<file path="src/cfd_pkg.sv">
`timescale 1ns / 1ps
// Shared types, constants and the CRC byte function of the CRC-checked frame deframer.
package cfd_pkg;

    localparam int unsigned HDR_LEN = 28;
    localparam int unsigned POS_W   = 5;
    localparam int unsigned CRC_OFS = 24;

    localparam logic [31:0] CRC_POLY = 32'hEDB8_8320;
    localparam logic [31:0] CRC_ONES = 32'hFFFF_FFFF;
    localparam logic [31:0] MAGIC    = 32'h4854_4252;

    localparam logic [7:0]  VERSION_RST     = 8'd1;
    localparam logic [31:0] MAX_PAYLOAD_RST = 32'd65536;
    localparam logic [63:0] TYPE_MASK_RST   = 64'h0000_0000_0000_7FFF;

    typedef logic [HDR_LEN-1:0][7:0] t_hdr;

    typedef enum logic [1:0] {
        CFG_VERSION     = 2'd0,
        CFG_MAX_PAYLOAD = 2'd1,
        CFG_TYPE_MASK   = 2'd2
    } t_cfg_idx;

    typedef enum logic [1:0] {
        KIND_HDR_OK     = 2'd0,
        KIND_PAYLOAD    = 2'd1,
        KIND_HDR_REJECT = 2'd2
    } t_kind;

    typedef enum logic [2:0] {
        ERR_NONE    = 3'd0,
        ERR_MAGIC   = 3'd1,
        ERR_VERSION = 3'd2,
        ERR_TYPE    = 3'd3,
        ERR_FLAGS   = 3'd4,
        ERR_LENGTH  = 3'd5,
        ERR_CRC     = 3'd6
    } t_err;

    typedef struct packed {
        logic [7:0]  msg_type;
        logic [31:0] seq;
        logic [31:0] len;
        logic [63:0] time_ns;
        logic        crc_ok;
        t_err        err;
    } t_hdr_info;

    // reflected CRC-32, one byte
    function automatic logic [31:0] crc_byte(input logic [31:0] c, input logic [7:0] b);
        logic [31:0] v;
        v = c ^ {24'd0, b};
        for (int k = 0; k < 8; k++) begin
            v = v[0] ? ((v >> 1) ^ CRC_POLY) : (v >> 1);
        end
        return v;
    endfunction

endpackage

</file>
<file path="src/cfd_req_if.sv">
`timescale 1ns / 1ps
// Request channel: stream bytes and discard commands into the deframer.
interface cfd_req_if;
    logic       valid;
    logic       ready;
    logic       command;
    logic [7:0] data_byte;

    modport source(output valid, command, data_byte, input ready);
    modport sink(input valid, command, data_byte, output ready);
endinterface

</file>
<file path="src/cfd_res_if.sv">
`timescale 1ns / 1ps
// Result channel: header verdicts and forwarded payload bytes out of the deframer.
interface cfd_res_if;
    logic           valid;
    logic           ready;
    cfd_pkg::t_kind result_kind;
    logic [7:0]     payload_byte;
    logic           frame_end;
    cfd_pkg::t_err  fault_code;
    logic [7:0]     message_type;
    logic [31:0]    sequence_number;
    logic [63:0]    time_ns;
    logic [31:0]    payload_length;
    logic [31:0]    dropped_count;

    modport source(output valid, result_kind, payload_byte, frame_end, fault_code,
                   message_type, sequence_number, time_ns, payload_length,
                   dropped_count, input ready);
    modport sink(input valid, result_kind, payload_byte, frame_end, fault_code,
                 message_type, sequence_number, time_ns, payload_length,
                 dropped_count, output ready);
endinterface

</file>
<file path="src/cfd_hdr_check.sv">
`timescale 1ns / 1ps
// Header field extraction, CRC compare and ordered header checks.
module cfd_hdr_check (
    input  cfd_pkg::t_hdr      i_hdr,
    input  logic [31:0]        i_crc,
    input  logic [7:0]         i_version,
    input  logic [31:0]        i_max_payload,
    input  logic [63:0]        i_type_mask,
    output cfd_pkg::t_hdr_info o_info
);

    logic [31:0] magic;
    logic [31:0] crc_field;
    logic [7:0]  msg_type;
    logic        type_bad;

    always_comb begin
        magic     = {i_hdr[0], i_hdr[1], i_hdr[2], i_hdr[3]};
        crc_field = {i_hdr[cfd_pkg::CRC_OFS], i_hdr[cfd_pkg::CRC_OFS+1],
                     i_hdr[cfd_pkg::CRC_OFS+2], i_hdr[cfd_pkg::CRC_OFS+3]};
        msg_type  = i_hdr[5];
        type_bad  = (msg_type[7:6] != 2'd0) || !i_type_mask[msg_type[5:0]];

        o_info.msg_type = msg_type;
        o_info.seq      = {i_hdr[8], i_hdr[9], i_hdr[10], i_hdr[11]};
        o_info.len      = {i_hdr[12], i_hdr[13], i_hdr[14], i_hdr[15]};
        o_info.time_ns  = {i_hdr[16], i_hdr[17], i_hdr[18], i_hdr[19],
                           i_hdr[20], i_hdr[21], i_hdr[22], i_hdr[23]};
        o_info.crc_ok   = ((i_crc ^ cfd_pkg::CRC_ONES) == crc_field);

        priority if (magic != cfd_pkg::MAGIC) begin
            o_info.err = cfd_pkg::ERR_MAGIC;
        end else if (i_hdr[4] != i_version) begin
            o_info.err = cfd_pkg::ERR_VERSION;
        end else if (type_bad) begin
            o_info.err = cfd_pkg::ERR_TYPE;
        end else if (i_hdr[6] != 8'd0 || i_hdr[7] != 8'd0) begin
            o_info.err = cfd_pkg::ERR_FLAGS;
        end else if (o_info.len > i_max_payload) begin
            o_info.err = cfd_pkg::ERR_LENGTH;
        end else if (o_info.len == 32'd0 && !o_info.crc_ok) begin
            o_info.err = cfd_pkg::ERR_CRC;
        end else begin
            o_info.err = cfd_pkg::ERR_NONE;
        end
    end

endmodule

</file>
<file path="src/crc_checked_frame_deframer.sv">
`timescale 1ns / 1ps
// Top level: CRC-checked length-prefixed frame deframer.
//
//   channel   dir  handshake         payload
//   i_req     in   valid/ready       command, data_byte
//   o_res     out  valid/ready       result_kind .. dropped_count
//   i_cfg_*   in   write enable      i_cfg_idx, i_cfg_data
//
// One request per cycle while i_req.ready is high; each request updates the frame state in the cycle it
// is taken and any result lands in the output register at that same edge.
// i_req.ready drops only while a result sits in the output register unclaimed.
// Synchronous active-low reset; the header store holds no reset value.
module crc_checked_frame_deframer (
    input  logic        i_clk,
    input  logic        i_rst_n,
    input  logic        i_cfg_we,
    input  logic [1:0]  i_cfg_idx,
    input  logic [63:0] i_cfg_data,
    cfd_req_if.sink     i_req,
    cfd_res_if.source   o_res
);

    logic [7:0]  r_version;
    logic [31:0] r_max_payload;
    logic [63:0] r_type_mask;

    logic [cfd_pkg::POS_W-1:0] r_pos,       n_pos;
    logic                      r_in_payload, n_in_payload;
    logic [31:0]               r_remaining, n_remaining;
    logic [31:0]               r_crc,       n_crc;
    logic [31:0]               r_drops,     n_drops;
    cfd_pkg::t_hdr             r_hdr,       n_hdr;

    logic                      r_out_valid;
    cfd_pkg::t_kind            r_out_kind,  n_kind;
    logic [7:0]                r_out_byte,  n_byte;
    logic                      r_out_end,   n_end;
    cfd_pkg::t_err             r_out_err,   n_err;
    logic [7:0]                r_out_type;
    logic [31:0]               r_out_seq;
    logic [63:0]               r_out_time;
    logic [31:0]               r_out_len;
    logic [31:0]               r_out_drops;

    logic               acc;
    logic               n_res;
    logic [7:0]         crc_in;
    logic [31:0]        crc_upd;
    cfd_pkg::t_hdr_info info;

    assign i_req.ready = !r_out_valid || o_res.ready;
    assign acc         = i_req.valid && i_req.ready;

    cfd_hdr_check u_check (
        .i_hdr         (n_hdr),
        .i_crc         (crc_upd),
        .i_version     (r_version),
        .i_max_payload (r_max_payload),
        .i_type_mask   (r_type_mask),
        .o_info        (info)
    );

    always_comb begin
        // CRC field bytes enter the CRC as zero
        crc_in  = (r_in_payload || r_pos < cfd_pkg::POS_W'(cfd_pkg::CRC_OFS))
                  ? i_req.data_byte : 8'd0;
        crc_upd = cfd_pkg::crc_byte(r_crc, crc_in);

        n_hdr = r_hdr;
        if (!r_in_payload) begin
            n_hdr[r_pos] = i_req.data_byte;
        end

        n_pos        = r_pos;
        n_in_payload = r_in_payload;
        n_remaining  = r_remaining;
        n_crc        = r_crc;
        n_drops      = r_drops;
        n_res        = 1'b0;
        n_kind       = cfd_pkg::KIND_HDR_OK;
        n_byte       = 8'd0;
        n_end        = 1'b0;
        n_err        = cfd_pkg::ERR_NONE;

        if (acc) begin
            priority if (i_req.command) begin
                n_pos        = '0;
                n_in_payload = 1'b0;
                n_remaining  = 32'd0;
                n_crc        = cfd_pkg::CRC_ONES;
            end else if (r_in_payload) begin
                n_res       = 1'b1;
                n_kind      = cfd_pkg::KIND_PAYLOAD;
                n_byte      = i_req.data_byte;
                n_crc       = crc_upd;
                n_remaining = r_remaining - 32'd1;
                if (r_remaining == 32'd1) begin
                    n_end = 1'b1;
                    if (!info.crc_ok) begin
                        n_err   = cfd_pkg::ERR_CRC;
                        n_drops = r_drops + 32'd1;
                    end
                    n_pos        = '0;
                    n_in_payload = 1'b0;
                    n_remaining  = 32'd0;
                    n_crc        = cfd_pkg::CRC_ONES;
                end
            end else begin
                n_crc = crc_upd;
                n_pos = r_pos + cfd_pkg::POS_W'(1);
                if (r_pos == cfd_pkg::POS_W'(cfd_pkg::HDR_LEN - 1)) begin
                    n_res = 1'b1;
                    n_err = info.err;
                    priority if (info.err != cfd_pkg::ERR_NONE) begin
                        n_kind  = cfd_pkg::KIND_HDR_REJECT;
                        n_end   = 1'b1;
                        n_drops = r_drops + 32'd1;
                        n_pos   = '0;
                        n_crc   = cfd_pkg::CRC_ONES;
                    end else if (info.len == 32'd0) begin
                        n_end = 1'b1;
                        n_pos = '0;
                        n_crc = cfd_pkg::CRC_ONES;
                    end else begin
                        n_pos        = '0;
                        n_in_payload = 1'b1;
                        n_remaining  = info.len;
                    end
                end
            end
        end
    end

    always_ff @(posedge i_clk) begin
        if (!i_rst_n) begin
            r_version     <= cfd_pkg::VERSION_RST;
            r_max_payload <= cfd_pkg::MAX_PAYLOAD_RST;
            r_type_mask   <= cfd_pkg::TYPE_MASK_RST;
        end else if (i_cfg_we) begin
            unique case (i_cfg_idx)
                cfd_pkg::CFG_VERSION:     r_version     <= i_cfg_data[7:0];
                cfd_pkg::CFG_MAX_PAYLOAD: r_max_payload <= i_cfg_data[31:0];
                cfd_pkg::CFG_TYPE_MASK:   r_type_mask   <= i_cfg_data;
                default: ;
            endcase
        end
    end

    always_ff @(posedge i_clk) begin
        if (!i_rst_n) begin
            r_pos        <= '0;
            r_in_payload <= 1'b0;
            r_remaining  <= 32'd0;
            r_crc        <= cfd_pkg::CRC_ONES;
            r_drops      <= 32'd0;
            r_out_valid  <= 1'b0;
        end else begin
            r_pos        <= n_pos;
            r_in_payload <= n_in_payload;
            r_remaining  <= n_remaining;
            r_crc        <= n_crc;
            r_drops      <= n_drops;
            if (acc && n_res) begin
                r_out_valid <= 1'b1;
            end else if (o_res.ready) begin
                r_out_valid <= 1'b0;
            end
        end
    end

    always_ff @(posedge i_clk) begin
        r_hdr <= n_hdr;
        if (acc && n_res) begin
            r_out_kind  <= n_kind;
            r_out_byte  <= n_byte;
            r_out_end   <= n_end;
            r_out_err   <= n_err;
            r_out_type  <= info.msg_type;
            r_out_seq   <= info.seq;
            r_out_time  <= info.time_ns;
            r_out_len   <= info.len;
            r_out_drops <= n_drops;
        end
    end

    assign o_res.valid           = r_out_valid;
    assign o_res.result_kind     = r_out_kind;
    assign o_res.payload_byte    = r_out_byte;
    assign o_res.frame_end       = r_out_end;
    assign o_res.fault_code      = r_out_err;
    assign o_res.message_type    = r_out_type;
    assign o_res.sequence_number = r_out_seq;
    assign o_res.time_ns         = r_out_time;
    assign o_res.payload_length  = r_out_len;
    assign o_res.dropped_count   = r_out_drops;

    a_payload_pos_zero: assert property (@(posedge i_clk) disable iff (!i_rst_n)
        r_in_payload |-> (r_pos == '0 && r_remaining != 32'd0))
        else $error("payload state with header position or zero remaining");

    a_reject_ends: assert property (@(posedge i_clk) disable iff (!i_rst_n)
        (r_out_valid && r_out_kind == cfd_pkg::KIND_HDR_REJECT) |->
        (r_out_end && r_out_err != cfd_pkg::ERR_NONE))
        else $error("rejected header without frame end or error code");

    a_drop_count: assert property (@(posedge i_clk) disable iff (!i_rst_n)
        (acc && n_res && n_err != cfd_pkg::ERR_NONE) |=>
        (r_drops == $past(r_drops) + 32'd1))
        else $error("drop counter did not advance on error");

    a_restart_crc: assert property (@(posedge i_clk) disable iff (!i_rst_n)
        (acc && n_res && n_end) |=> (r_crc == cfd_pkg::CRC_ONES && !r_in_payload))
        else $error("frame closed without CRC restart");

endmodule
</file>
<file path="src/flat_wrapper.sv">
// flat-port wrapper written by rule: the top's interface ports become plain ports
module crc_checked_frame_deframer_flat 
  (i_clk, i_rst_n, i_cfg_we, i_cfg_idx, i_cfg_data, i_req_valid, i_req_command, i_req_data_byte, i_req_ready, o_res_valid, o_res_result_kind, o_res_payload_byte, o_res_frame_end, o_res_fault_code, o_res_message_type, o_res_sequence_number, o_res_time_ns, o_res_payload_length, o_res_dropped_count, o_res_ready);
  cfd_req_if i_req_i ();
  cfd_res_if o_res_i ();
  input  logic i_clk;
  input  logic i_rst_n;
  input  logic i_cfg_we;
  input  logic [1:0] i_cfg_idx;
  input  logic [63:0] i_cfg_data;
  input wire logic [$bits(i_req_i.valid)-1:0] i_req_valid;
  input wire logic [$bits(i_req_i.command)-1:0] i_req_command;
  input wire logic [$bits(i_req_i.data_byte)-1:0] i_req_data_byte;
  output wire logic [$bits(i_req_i.ready)-1:0] i_req_ready;
  output wire logic [$bits(o_res_i.valid)-1:0] o_res_valid;
  output wire logic [$bits(o_res_i.result_kind)-1:0] o_res_result_kind;
  output wire logic [$bits(o_res_i.payload_byte)-1:0] o_res_payload_byte;
  output wire logic [$bits(o_res_i.frame_end)-1:0] o_res_frame_end;
  output wire logic [$bits(o_res_i.fault_code)-1:0] o_res_fault_code;
  output wire logic [$bits(o_res_i.message_type)-1:0] o_res_message_type;
  output wire logic [$bits(o_res_i.sequence_number)-1:0] o_res_sequence_number;
  output wire logic [$bits(o_res_i.time_ns)-1:0] o_res_time_ns;
  output wire logic [$bits(o_res_i.payload_length)-1:0] o_res_payload_length;
  output wire logic [$bits(o_res_i.dropped_count)-1:0] o_res_dropped_count;
  input wire logic [$bits(o_res_i.ready)-1:0] o_res_ready;
  assign i_req_i.valid = i_req_valid;
  assign i_req_i.command = i_req_command;
  assign i_req_i.data_byte = i_req_data_byte;
  assign i_req_ready = i_req_i.ready;
  assign o_res_valid = o_res_i.valid;
  assign o_res_result_kind = o_res_i.result_kind;
  assign o_res_payload_byte = o_res_i.payload_byte;
  assign o_res_frame_end = o_res_i.frame_end;
  assign o_res_fault_code = o_res_i.fault_code;
  assign o_res_message_type = o_res_i.message_type;
  assign o_res_sequence_number = o_res_i.sequence_number;
  assign o_res_time_ns = o_res_i.time_ns;
  assign o_res_payload_length = o_res_i.payload_length;
  assign o_res_dropped_count = o_res_i.dropped_count;
  assign o_res_i.ready = o_res_ready;
  crc_checked_frame_deframer u_core (.i_clk(i_clk), .i_rst_n(i_rst_n), .i_cfg_we(i_cfg_we), .i_cfg_idx(i_cfg_idx), .i_cfg_data(i_cfg_data), .i_req(i_req_i), .o_res(o_res_i));
endmodule
</file>
<file path="config.mk">
export PLATFORM = sky130hd
export DESIGN_NAME = crc_checked_frame_deframer_flat
export DESIGN_NICKNAME = d
export VERILOG_FILES = /design/src/cfd_pkg.sv /design/src/cfd_req_if.sv /design/src/cfd_res_if.sv /design/src/cfd_hdr_check.sv /design/src/crc_checked_frame_deframer.sv /design/src/flat_wrapper.sv
export SDC_FILE = /design/constraint.sdc
export NUM_CORES = 1
export LEC_CHECK = 0
export CAP_MARGIN = 20
export CORE_MARGIN = 8
export CORE_UTILIZATION = 55
export DETAILED_ROUTE_END_ITERATION = 12
export DONT_BUFFER_PORTS = 1
export HOLD_SLACK_MARGIN = 0.05
export PLACE_DENSITY = 0.7
export SLEW_MARGIN = 20
export SYNTH_ARGS = -nofsm -noshare
export SYNTH_HDL_FRONTEND = slang
export SYNTH_SLANG_ARGS = --single-unit
</file>
<file path="constraint.sdc">
create_clock -name i_clk -period 7.3 [get_ports i_clk]
set_input_delay 0.365 -clock i_clk [delete_from_list [all_inputs] [get_ports i_clk]]
set_output_delay 0.365 -clock i_clk [all_outputs]
set_load 0.01 [all_outputs]
</file>
==> impl_metrics.csv <==
group,metric,value,unit
sta,report.final.slew_viol_count,0,
sta,max-slew-margin-rel,26.4,%
synthesis,async_flop_share,0,%
worst_setup_path,r2r_end,"u_core.o_res.dropped_count[21]",
global_route,grt_max_degree,102,
clocking,postCtsSetupBuffers,0,
placed_design,placedInstanceArea,0.0262,mm^2
worst_setup_path,cp_slowest_cell,"nor4b_4",
synthesis,syn_nets,2518,
drt,ant_nets,0,
synthesis,synth-simple-area-share,14.7,%
synthesis,synth_top_family_by_area,"simple AND/OR/NAND/NOR gates",
min_path,worstHoldPathCells,1,
worst_setup_path,r2r-start,"u_core.r_in_payload",
min_path,hp-start,"i_req_data_byte[2]",
synthesis,synth_edf_count,182,
layout,drive_gt1_share,13.7,%
clocking,cts_tree,"yes",
synthesis,synth-adder-area-share,1.89,%
floorplanning,num_rows,79,
power_and_ir_drop,p_leak,0.0112,uW
drt,drt_iter0_drc,1398,
floorplanning,die_area,0.0542,mm^2
synthesis,synthTopCellsByArea,"dfxtp_1 (33%), edfxtp_1 (21%), mux2_2 (7.3%)",
floorplanning,dieWidth,233,um
clocking,clk-insertion-delay-late,0.62,ns
worst_setup_path,cp_data_required_time,7.65,ns
worst_setup_path,crit_fanout,28,
layout,final_nets,2537,
min_path,hp-class,"input port to flop",
synthesis,synth_cells,2399,
drt,vias,18300,
worst_setup_path,critPathCaptureType,"flop",
layout,fillers,3565,
clocking,clk_path_buf_depth,3,
clocking,clock-sinks,613,
sta,finalClockSkew,0.0248,ns
placed_design,routabilityCongestion,0.877,
worst_setup_path,start_kind,"flop",
global_route,grt_usage,24.9,%
worst_setup_path,worst-setup-path-type,"flop to flop",
synthesis,synth_ff_type,"dfxtp_1",
clocking,root_buffer,"clkbuf_16",
synthesis,synth_cell_types,90,
sta,fmax,0.183,GHz
drt,drc,0,
synthesis,synth.mux.area_fraction,11.0,%
sta,fin_tns_setup,0,ns
worst_setup_path,critPathBufInv,0,
global_route,grt_pass1_vias,18200,
synthesis,synth_compound_gate_area_share,8.79,%
worst_setup_path,r2r_cells,11,
drt,viasPerCell,5.94,
synthesis,synth.top_cell.area_share,33.4,%
worst_setup_path,cp.arrival,5.81,ns
layout,areaGrowthSynthToFinish,12.7,%
job,maxCapViolCount,0,
synthesis,synthTopCellsByCount,"dfxtp_1 (431), nand2_1 (326), edfxtp_1 (182)",
sta,period_minus_slack,5.46,ns
clocking,cts_buffers,61,
layout,final_area,0.0291,mm^2
synthesis,synth-seq-cells,613,
worst_setup_path,rrSetupSlack,1.84,ns
placed_design,hpwl,44000,um
sta,setup_viol,0,
worst_setup_path,path_cells,"nor4b_4 -> nand3_1 -> nand2_4 -> mux4_2 -> a22o_1 -> nor4b_1 -> o32a_2 -> nor4_4 -> o21a_2 -> or4_1 -> xnor2_1",
floorplanning,core,0.0465,mm^2
synthesis,synth_seq_area_share,54.5,%
global_route,overflow,0,
min_path,hold_end,"u_core.r_hdr[114]",
synthesis,syn_area,0.0259,mm^2
power_and_ir_drop,power_density,266,mW/mm^2
clocking,clk_pin_slew,0.06,ns
worst_setup_path,cp_slowest_stage_delay,0.66,ns
floorplanning,start_util,55.6,%
clocking,htree_levels,2,
synthesis,synth_area_per_cell,10.8,um^2
synthesis,yosysWarnings,0,
synthesis,yosys.area.top_type,"dfxtp_1",
global_route,grt_antenna_before_repair,4,
placed_design,numPortBuffers,0,
power_and_ir_drop,ir_drop,204,uV
power_and_ir_drop,report.power.total,7740,uW
synthesis,yosysMostFrequentCell,"dfxtp_1",
worst_setup_path,cpLargestDelayFamily,"simple AND/OR/NAND/NOR gates",
floorplanning,io_pins,264,
sta,finalHoldViolCount,0,
sta,finalCritPeriodShare,74.8,%
drt,wl,69200,um
status,outcome,"finished clean",
synthesis,synth-xor-area-share,5.93,%
global_route,grt_pass1_wl,106000,um
sta,rsz0062_at_grt,"no",
floorplanning,die_y,233,um
drt,wire_per_inst,22.5,um
sta,worst_slew_pin_slew,1.10,ns
drt,first_pass_iters,5,
-- cells by family (layout without fill, tap and decap cells) --
logic type | Yosys count | count (layout)
AND/OR/NAND/NOR | 777 | 777
flip-flops | 613 | 613
AO/OA/AOI/OAI | 357 | 357
other | 0 | 2
XOR/XNOR | 148 | 148
buffers and inverters | 210 | 281
multiplexers | 255 | 255
adder cells (fa/ha/maj) | 39 | 39
-- worst max-delay path by stage --
stage / from / to / slack [ns] / depth (start not counted)
after floorplan: u_core.r_pos[0] / u_core.o_res.dropped_count[0] / 1.77 / 6
after global placement: u_core.r_in_payload / u_core.r_remaining[13] / 1.93 / 11
after detailed placement: u_core.r_in_payload / u_core.o_res.dropped_count[21] / 1.98 / 11
after CTS: u_core.r_pos[3] / u_core.o_res.dropped_count[21] / 1.94 / 13
after global routing: u_core.r_in_payload / u_core.r_remaining[9] / 1.57 / 12
final: u_core.r_in_payload / u_core.o_res.dropped_count[21] / 1.84 / 11
-- routing by layer --
metal | track usage (%) | share of wire (%)
met1 | 31.7 | 42
met2 | 42.8 | 49
met3 | 4.52 | 5.7
met4 | 7.25 | 2.8
met5 | 0 | 0.032
-- metrics by stage --
stage | setup slack [ns] | cells | utilization, % | hold WS [ns]
2_1_floorplan | 1.77 | 2399 | - | 0.417
3_3_place_gp | 1.93 | 2883 | 56.3 | 0.428
3_5_place_dp | 1.98 | 2885 | 56.4 | 0.440
4_1_cts | 1.94 | 3077 | 62.7 | 0.0521
5_1_grt | 1.57 | 3079 | 62.7 | 0.0522
6_report | 1.84 | 3079 | 62.7 | 0.0817
-- timing repair --
item	4_1_cts	5_1_grt
resized for setup	0	0
endpoints found under the hold margin	417	0
hold buffers	77	0
-- layout make-up --
type                    instances  area (um^2)  area share, %
multi-input cells            1576        11000           37.6
inverters                      77          297           1.02
well taps                     607          759           2.61
diodes                          2         5.00         0.0172
clock inverters                32          312           1.07
flip-flops and latches        613        14100           48.4
clock buffers                  83         1740           5.99
repair buffers                 89          976           3.35
-- report_power, final --
| part | switching, uW | internal, uW | leakage, uW |
|---|---|---|---|
| Sequential | 72.1 | 3640 | 0.00516 |
| Combinational | 480 | 391 | 0.00498 |
| Clock | 1320 | 1850 | 0.00101 |
-- sequential cells by signal, indices dropped and copies added, names as in the netlist --
register,count
u_core.r_remaining,32
u_core.o_res.time_ns,64
u_core.o_res.frame_end,1
u_core.o_res.dropped_count,32
u_core.o_res.payload_byte,8
u_core.r_type_mask,64
u_core.r_max_payload,32
u_core.r_crc,32
u_core.o_res.result_kind,2
u_core.o_res.message_type,8
u_core.r_hdr,224
u_core.r_version,8
u_core.r_in_payload,1
u_core.o_res.valid,1
u_core.o_res.fault_code,3
u_core.r_pos,5
u_core.o_res.sequence_number,32
u_core.r_drops,32
u_core.o_res.payload_length,32
-- placed cells by master, fill, tap and decap left out, types with 6 or more instances in the layout --
cell	synthesis	final
a2111oi_0	7	7
a211oi_1	16	16
a21o_1	17	17
a21oi_1	168	168
a22o_1	15	15
and2_1	18	18
and3_1	25	25
buf_12	0	7
buf_4	4	10
clkbuf_1	100	11
clkbuf_16	0	64
clkbuf_8	0	7
clkinv_2	0	15
dfxtp_1	431	431
dlygate4sd3_1	0	69
edfxtp_1	182	182
ha_1	39	39
inv_1	74	73
mux2_2	168	168
mux2i_1	81	81
mux4_2	6	6
nand2_1	326	325
nand2b_1	58	58
nand3_1	62	62
nand4_1	31	31
nor2_1	118	116
nor2b_1	14	14
nor3_1	20	20
nor3b_1	7	7
nor4_1	28	27
nor4b_1	7	7
o21ai_0	61	61
o31ai_1	6	6
or3_1	17	17
or4_1	14	14
xnor2_1	84	84
xnor3_1	9	9
xor2_1	46	46
Note: power is estimated with default switching activity, not from simulation.
